## config.mk

```make
export PLATFORM = sky130hd
export DESIGN_NAME = its_rsp_queue
export DESIGN_NICKNAME = d
export VERILOG_FILES = /design/src/design/its_pkg.sv /design/src/design/its_rsp_queue.sv
export SDC_FILE = /design/constraint.sdc
export NUM_CORES = 1
export LEC_CHECK = 0
export BUFFER_PORTS_ARGS = -buffer_cell sky130_fd_sc_hd__buf_2
export CORE_MARGIN = 5
export CORE_UTILIZATION = 44
export DETAILED_ROUTE_END_ITERATION = 16
export GPL_TIMING_DRIVEN = 0
export PLACE_DENSITY = 0.77
export SLEW_MARGIN = 40
export SYNTH_ARGS = -nofsm -noshare
export SYNTH_HDL_FRONTEND = slang
export SYNTH_SLANG_ARGS = --single-unit
```

## constraint.sdc

```tcl
create_clock -name clock -period 12.6 [get_ports clock]
set_input_delay 0.63 -clock clock [delete_from_list [all_inputs] [get_ports clock]]
set_output_delay 0.63 -clock clock [all_outputs]
set_load 0.02 [all_outputs]
```

## src/design/its_pkg.sv

```systemverilog
`timescale 1ns / 1ps
`default_nettype none

package its_pkg;

   // parameter defaults
   localparam int MODE_STACK_DEPTH_DEF  = 16;
   localparam int MAX_COMMENT_DEPTH_DEF = 255;
   localparam int OFFSET_BITS_DEF       = 24;

   // result queue
   localparam int RSP_DEPTH   = 4;
   localparam int MAX_RESULTS = 3;

   localparam logic [19:0] LINE_MAX = 20'hFFFFF;
   localparam logic [15:0] COL_MAX  = 16'hFFFF;
   localparam logic [15:0] LEN_MAX  = 16'hFFFF;

   // lookahead markers beside a real byte
   localparam logic [8:0] PEEK_END  = 9'h100;
   localparam logic [8:0] PEEK_NONE = 9'h101;

   localparam logic MODE_DEF = 1'b0;
   localparam logic MODE_STR = 1'b1;

   // characters
   localparam logic [7:0] CH_SP     = 8'h20;
   localparam logic [7:0] CH_TAB    = 8'h09;
   localparam logic [7:0] CH_LF     = 8'h0A;
   localparam logic [7:0] CH_CR     = 8'h0D;
   localparam logic [7:0] CH_HASH   = 8'h23;
   localparam logic [7:0] CH_QUOTE  = 8'h22;
   localparam logic [7:0] CH_DOLLAR = 8'h24;
   localparam logic [7:0] CH_BAR    = 8'h7C;
   localparam logic [7:0] CH_LBRACE = 8'h7B;
   localparam logic [7:0] CH_RBRACE = 8'h7D;
   localparam logic [7:0] CH_PLUS   = 8'h2B;
   localparam logic [7:0] CH_MINUS  = 8'h2D;
   localparam logic [7:0] CH_STAR   = 8'h2A;
   localparam logic [7:0] CH_EQ     = 8'h3D;
   localparam logic [7:0] CH_BANG   = 8'h21;
   localparam logic [7:0] CH_LT     = 8'h3C;
   localparam logic [7:0] CH_GT     = 8'h3E;
   localparam logic [7:0] CH_SLASH  = 8'h2F;
   localparam logic [7:0] CH_PCT    = 8'h25;
   localparam logic [7:0] CH_LPAR   = 8'h28;
   localparam logic [7:0] CH_RPAR   = 8'h29;
   localparam logic [7:0] CH_LBRK   = 8'h5B;
   localparam logic [7:0] CH_RBRK   = 8'h5D;
   localparam logic [7:0] CH_COMMA  = 8'h2C;
   localparam logic [7:0] CH_SEMI   = 8'h3B;
   localparam logic [7:0] CH_DOT    = 8'h2E;
   localparam logic [7:0] CH_COLON  = 8'h3A;
   localparam logic [7:0] CH_QUEST  = 8'h3F;
   localparam logic [7:0] CH_BSLASH = 8'h5C;
   localparam logic [7:0] CH_0      = 8'h30;
   localparam logic [7:0] CH_9      = 8'h39;
   localparam logic [7:0] CH_LA     = 8'h61;
   localparam logic [7:0] CH_LZ     = 8'h7A;
   localparam logic [7:0] CH_UA     = 8'h41;
   localparam logic [7:0] CH_UZ     = 8'h5A;
   localparam logic [7:0] CH_UNDER  = 8'h5F;
   localparam logic [7:0] CH_LE     = 8'h65;
   localparam logic [7:0] CH_UE     = 8'h45;

   // token kinds
   localparam logic [5:0] TK_ERR          = 6'd0;
   localparam logic [5:0] TK_EOF          = 6'd1;
   localparam logic [5:0] TK_NUM          = 6'd2;
   localparam logic [5:0] TK_IDENT        = 6'd3;
   localparam logic [5:0] TK_SYS          = 6'd4;
   localparam logic [5:0] TK_PLUS         = 6'd5;
   localparam logic [5:0] TK_PLUS_EQ      = 6'd6;
   localparam logic [5:0] TK_PLUS_PLUS    = 6'd7;
   localparam logic [5:0] TK_MINUS        = 6'd8;
   localparam logic [5:0] TK_MINUS_EQ     = 6'd9;
   localparam logic [5:0] TK_MINUS_MINUS  = 6'd10;
   localparam logic [5:0] TK_STAR         = 6'd11;
   localparam logic [5:0] TK_STAR_EQ      = 6'd12;
   localparam logic [5:0] TK_SLASH        = 6'd13;
   localparam logic [5:0] TK_PERCENT      = 6'd14;
   localparam logic [5:0] TK_LPAR         = 6'd15;
   localparam logic [5:0] TK_RPAR         = 6'd16;
   localparam logic [5:0] TK_LBRK         = 6'd17;
   localparam logic [5:0] TK_RBRK         = 6'd18;
   localparam logic [5:0] TK_LBRACE       = 6'd19;
   localparam logic [5:0] TK_RBRACE       = 6'd20;
   localparam logic [5:0] TK_COMMA        = 6'd21;
   localparam logic [5:0] TK_SEMI         = 6'd22;
   localparam logic [5:0] TK_DOT          = 6'd23;
   localparam logic [5:0] TK_COLON        = 6'd24;
   localparam logic [5:0] TK_ASSIGN       = 6'd25;
   localparam logic [5:0] TK_EQ_EQ        = 6'd26;
   localparam logic [5:0] TK_ARROW        = 6'd27;
   localparam logic [5:0] TK_NOT          = 6'd28;
   localparam logic [5:0] TK_NOT_EQ       = 6'd29;
   localparam logic [5:0] TK_LT           = 6'd30;
   localparam logic [5:0] TK_LE           = 6'd31;
   localparam logic [5:0] TK_REV_PIPE     = 6'd32;
   localparam logic [5:0] TK_GT           = 6'd33;
   localparam logic [5:0] TK_GE           = 6'd34;
   localparam logic [5:0] TK_QUEST        = 6'd35;
   localparam logic [5:0] TK_PIPE         = 6'd36;
   localparam logic [5:0] TK_STR_START    = 6'd37;
   localparam logic [5:0] TK_STR_END      = 6'd38;
   localparam logic [5:0] TK_INTERP_START = 6'd39;
   localparam logic [5:0] TK_CONTENT      = 6'd40;
   localparam logic [5:0] TK_INTERP_END   = 6'd41;

   // error kinds
   localparam logic [3:0] ER_NONE    = 4'd0;
   localparam logic [3:0] ER_COMMENT = 4'd1;
   localparam logic [3:0] ER_NUMBER  = 4'd2;
   localparam logic [3:0] ER_NEST    = 4'd3;
   localparam logic [3:0] ER_DOLLAR  = 4'd4;
   localparam logic [3:0] ER_BAR     = 4'd5;
   localparam logic [3:0] ER_UNKNOWN = 4'd6;
   localparam logic [3:0] ER_MODE    = 4'd7;
   localparam logic [3:0] ER_UNTERM  = 4'd8;

   typedef enum logic [11:0] {
      PH_IDLE     = 12'b000000000001,
      PH_LINE     = 12'b000000000010,
      PH_BLOCK    = 12'b000000000100,
      PH_INT      = 12'b000000001000,
      PH_FRAC     = 12'b000000010000,
      PH_EXP      = 12'b000000100000,
      PH_EXP_SIGN = 12'b000001000000,
      PH_EXP_DIG  = 12'b000010000000,
      PH_IDENT    = 12'b000100000000,
      PH_SYS_WS   = 12'b001000000000,
      PH_SYS_BODY = 12'b010000000000,
      PH_CONTENT  = 12'b100000000000
   } its_phase_type;

   typedef enum logic [1:0] {
      R_ONE  = 2'd0,
      R_TWO  = 2'd1,
      R_HOLD = 2'd2
   } its_used_type;

   typedef struct packed {
      logic [5:0]  kind;
      logic [3:0]  err;
      logic [23:0] start_offset;
      logic [15:0] length;
      logic [19:0] start_line;
      logic [15:0] start_column;
      logic [19:0] end_line;
      logic [15:0] end_column;
      logic        last;
   } its_tok_type;

   typedef struct packed {
      its_tok_type [MAX_RESULTS-1:0] tok;
      logic [1:0]                    cnt;
   } its_emit_type;

endpackage

`default_nettype wire

```

## src/design/its_rsp_queue.sv

```systemverilog
`timescale 1ns / 1ps
`default_nettype none

module its_rsp_queue (
   input  logic                  clock,
   input  logic                  reset,
   input  logic                  push_en,
   input  its_pkg::its_emit_type push,
   output logic                  busy,
   output logic                  rsp_valid,
   input  logic                  rsp_stall,
   output its_pkg::its_tok_type  head
);
   import its_pkg::*;

   localparam int PtrBits = $clog2(RSP_DEPTH);

   its_tok_type        mem_ff [RSP_DEPTH];
   logic [PtrBits-1:0] wr_ff;
   logic [PtrBits-1:0] rd_ff;
   logic [PtrBits:0]   count_ff;
   logic [1:0]         push_n;
   logic               pop;

   assign push_n    = push_en ? push.cnt : 2'd0;
   assign rsp_valid = (count_ff != '0);
   assign pop       = rsp_valid && !rsp_stall;
   assign head      = mem_ff[rd_ff];
   // room for a full burst only
   assign busy      = (count_ff > (PtrBits + 1)'(RSP_DEPTH - MAX_RESULTS));

   always_ff @(posedge clock) begin
      if (reset) begin
         wr_ff    <= '0;
         rd_ff    <= '0;
         count_ff <= '0;
      end else begin
         wr_ff    <= wr_ff + PtrBits'(push_n);
         rd_ff    <= rd_ff + PtrBits'(pop);
         count_ff <= count_ff + (PtrBits + 1)'(push_n) - (PtrBits + 1)'(pop);
      end
   end

   always_ff @(posedge clock) begin
      for (int i = 0; i < MAX_RESULTS; i++) begin
         if (2'(i) < push_n) begin
            mem_ff[wr_ff + PtrBits'(i)] <= push.tok[i];
         end
      end
   end

endmodule

`default_nettype wire

```

# After elaboration in Yosys (flattened, before gate mapping)
# Memory sizes are Yosys's and may differ from the RTL's. A register that Yosys moved wholly into a read port is not among the register bits.
# Index checks and enable logic that the tools add are counted.
# Widths: inputs -> output; s select.
dict set report word_totals {
  ff_bits 7
  ram_bits 492
  in_bits 375
  output_inout_bits 125
  wordCells 25
  memories 1
}
dict set report classes {
  n_addsub 6
  order_cmp 4
  n_mux 8
  n_reduce_logical 3
}
# memory words word_bits read_ports rd_ports_with_merged_regs wr line_no
set mem_list {}
lappend mem_list {mem_ff 4 123 1 1 3 its_rsp_queue.sv:18} ;# its_tok_type mem_ff [RSP_DEPTH];
# cell count
set op_table {}
lappend op_table {{$mux 1} 6}
lappend op_table {{$lt 1x2->1 const A} 2}
lappend op_table {{$mux 2} 2}
lappend op_table {{$add 3x2->3} 1}
lappend op_table {{$gt 3x1->1 const B} 1}
lappend op_table {{$reduce_bool 3->1} 1}
lappend op_table {{$sub 3x1->3} 1}
lappend op_table {{$add 2x1->2} 1}
lappend op_table {{$add 2x1->2 const B} 1}
lappend op_table {{$add 2x2->2} 1}
lappend op_table {{$add 2x2->2 const B} 1}
lappend op_table {{$lt 2x2->1 const A} 1}
lappend op_table {{$logic_and 1x1->1} 1}
lappend op_table {{$logic_not 1->1} 1}

# Depth between registers and ports, before layout
dict set report logic_depth {
  ltp_word 4
  depth_mapped 10
}

# Worst setup path after synthesis
# OpenSTA, ideal clock, no wires.
dict set report synth_path {
  path_kind {input to register}
  startpoint {in push[1] in the netlist's numbering}
  endpoint {mem mem_ff[2][0] in the netlist's numbering, enable pin}
  setup_time_ps 788
  arrival_time_ps 9969
  required_ps 11812
  slack_ps 1844
  stages 4
  n_path_buf 1
  path_cell_list {buf_4 > o21a_1 > nor2_1 > a211oi_1}
}
# item line_no
set synth_rtl {}
lappend synth_rtl {{from (decl)} its_rsp_queue.sv:8} ;# input its_pkg::its_emit_type push,
lappend synth_rtl {{to (decl)} its_rsp_queue.sv:18}

==> metrics.cfg <==
[die]
die_x_um=270
num_io_pins=500
initial_core_util_pct=44.4
die_h_um=270
fp.coreArea_mm2=0.0672
rows=95
die_area_mm2=0.0730

[logic_synthesis]
synth_cells=1797
postSynth.asyncResetShare_pct=0
yosys_warnings=0
synth-edff-count=492
synth.area.mux_share_pct=46.5
yosys.area_share.simple_pct=0.621
synth_cell_types=35
synth_nets=2176
ys.flop_type=edfxtp_1
syn_area_mm2=0.0298
synth-seq-cells=499
synth_compound_area_share_pct=0.218
synth_top_family_by_area=multiplexers
yosys.area_share.adder_pct=0.193
synth_xor_xnor_area_share_pct=0.118
synth_sequential_area_ratio_pct=50.1
synth_area_per_cell_um2=16.6

[placed_design]
place.port_buffers=497
pre_cts_slack_ns=9.30
hpwl_um=65800
routabilityCongestion=0.846

[power_and_ir_drop]
clock_power_share_pct=31.8
intPower_w=0.00339
irDropWorstVdd_mv=0.122
net-switching-power_w=0.00138
cellLeakagePower_nw=13.1
seqPwrFrac_pct=41.9
power_frac_comb_pct=26.4
p_per_area_mw_per_mm2=133
switching_share_pct=28.9

[clock_tree]
htreeDepth=2
clk_pin_slew_ns=0.05
clk_path_buf_depth=3
clock_sinks=499
cts_tree=yes
root_buffer=clkbuf_16
post_cts_buffers=0
clock_latency_ns=0.60
holdBufCountCts=0
ctsResizeCount=0
cts_buffers=57

[worst_setup_path]
crit_path_start_kind=register
arrival_ns=3.12
crit_type=register to output pin
worst_setup_path_end_kind=output pin
crit_fanout=10
cp_data_required_time_ns=11.97

[routing]
num_vias=19600
drc=0
drtIter0Drc=1373
drtAntennaViolNets=0
viasPerCell=5.83
routedWlPerCell_um=27.3
routed_wl_um=92100
drt_pass1_iterations=5

[sta]
finalWorstSetupSlack_ns=8.85
drv_slew=0
hold_viol=0
min_period_over_period_pct=29.7
skew_ns=0.0153
setup_viol=0
whs_ns=0.284
min_period_ns=3.75
finalSetupTns_ns=0
worst_pin_slew_ns=0.850
max_freq_mhz=267
slew_headroom_pct=43.3
rsz0062_at_grt=no

[global_routing]
grt_pass1_wl_um=135000
grt_start_max_net_pins=31
overflow=0
grt_pass1_vias=21200
grt_usage_pct=24.2
grt_antenna_before_repair=53

[cells_and_area]
postLayoutCoreUtil_pct=53.3
final_nets=2791
syn_to_final_growth_pct=20.2
drive_gt1_share_pct=74.8

[status]
outcome=complete, no violations

[flow_run]
max_cap_viol_count=0

[worst_hold_path]
hold_class=primary input to register

power groups by stage:
stage	clock network, W	registers (W)	logic [W]
after floorplan	0	0.00205	0.000792
after global placement	0	0.00209	0.00120
after detailed placement	0	0.00203	0.00126
after CTS	0.00154	0.00200	0.00127
after global routing	0.00161	0.00200	0.00133
final	0.00151	0.00200	0.00126
metrics by stage:
step | area [um^2] | cells | power, W
global placement | 33400 | 3167 | 0.00329
global route | 35800 | 3360 | 0.00495
detailed placement | 34100 | 3226 | 0.00329
CTS | 35700 | 3326 | 0.00480
floorplan | 29800 | 1797 | 0.00284
finish | 35800 | 3369 | 0.00477
path summary, 6_finish.rpt:
check                                             from                       to  slack [ns]  cells after the start
worst max-delay path               rd_ff[1]$_SDFF_PP0_                head[108]        8.85                      5
worst min-delay path                             reset      rd_ff[0]$_SDFF_PP0_        0.28                      2
worst max register to register     wr_ff[1]$_SDFF_PP0_  mem_ff[0][68]$_DFFE_PP_        9.57                     11
worst min register to register  count_ff[2]$_SDFF_PP0_   count_ff[2]$_SDFF_PP0_        0.57                      2
cells in the mapped netlist (2+ instances only):
cell type / number / share of area (%)
and2_1: 2 / 0.042
edfxtp_1: 492 / 50
buf_4: 11 / 0.28
nor3_1: 3 / 0.050
mux4_2: 123 / 9.3
o21ai_0: 4 / 0.067
inv_1: 4 / 0.050
dfxtp_1: 7 / 0.47
a21oi_1: 3 / 0.050
clkbuf_1: 17 / 0.21
ha_1: 3 / 0.13
buf_1: 19 / 0.24
nand2_1: 3 / 0.038
buf_2: 91 / 1.5
nand2b_1: 2 / 0.042
nor2b_1: 4 / 0.084
nor2_1: 5 / 0.063
nand3_1: 2 / 0.034
xnor2_1: 4 / 0.12
mux2_1: 21 / 0.79
mux2_2: 963 / 36
cell type report:
cell class	instances	area [um^2]
well taps	873	1090
plain buffers	138	686
repair buffers	556	3130
diodes	43	108
clock inverters	30	138
fillers	5428	31300
flip-flops and latches	499	14900
inverters	4	15.0
clock buffers	70	1520
multi-input cells	1156	14200
worst max-delay path, cell delays in order, from the launching register on:
cell and delay [ns]:
dfxtp_1 0.32, clkbuf_2 0.39, clkbuf_2 0.47, clkbuf_1 0.68, mux4_2 0.44, buf_2 0.18
cells in the final DEF (no fill, tap or decap), types with 5 or more instances in the layout:
master,count
buf_1,15
buf_2,597
buf_4,39
buf_6,9
buf_8,7
clkbuf_1,22
clkbuf_16,59
clkbuf_2,8
clkinv_1,15
clkinv_2,13
dfxtp_1,7
diode_2,43
edfxtp_1,492
mux2_1,21
mux2_2,963
mux4_2,123
nor2_1,5
kinds of logic (layout without fill, tap and decap cells):
| kind of cell | after synthesis | after routing |
|---|---|---|
| AO/OA/AOI/OAI | 11 | 11 |
| XOR/XNOR | 4 | 4 |
| adder cells (fa/ha/maj) | 4 | 4 |
| buffers and inverters | 142 | 798 |
| flip-flops | 499 | 499 |
| multiplexers | 1107 | 1107 |
| other | 0 | 43 |
| AND/OR/NAND/NOR | 30 | 30 |
registers in the layout, indices dropped and copies added, names as in the netlist:
| name | count |
|---|---|
| wr_ff | 2 |
| count_ff | 3 |
| rd_ff | 2 |
| mem_ff | 492 |
per-layer routing:
metal	wire, um	part of all wire, %	track usage [%]
met5	117	0.13	0
met4	3910	4.2	10.3
met1	36300	39	29.9
met3	5820	6.3	5.12
met2	46000	50	41.2
Power figures use the tool's default switching activity.
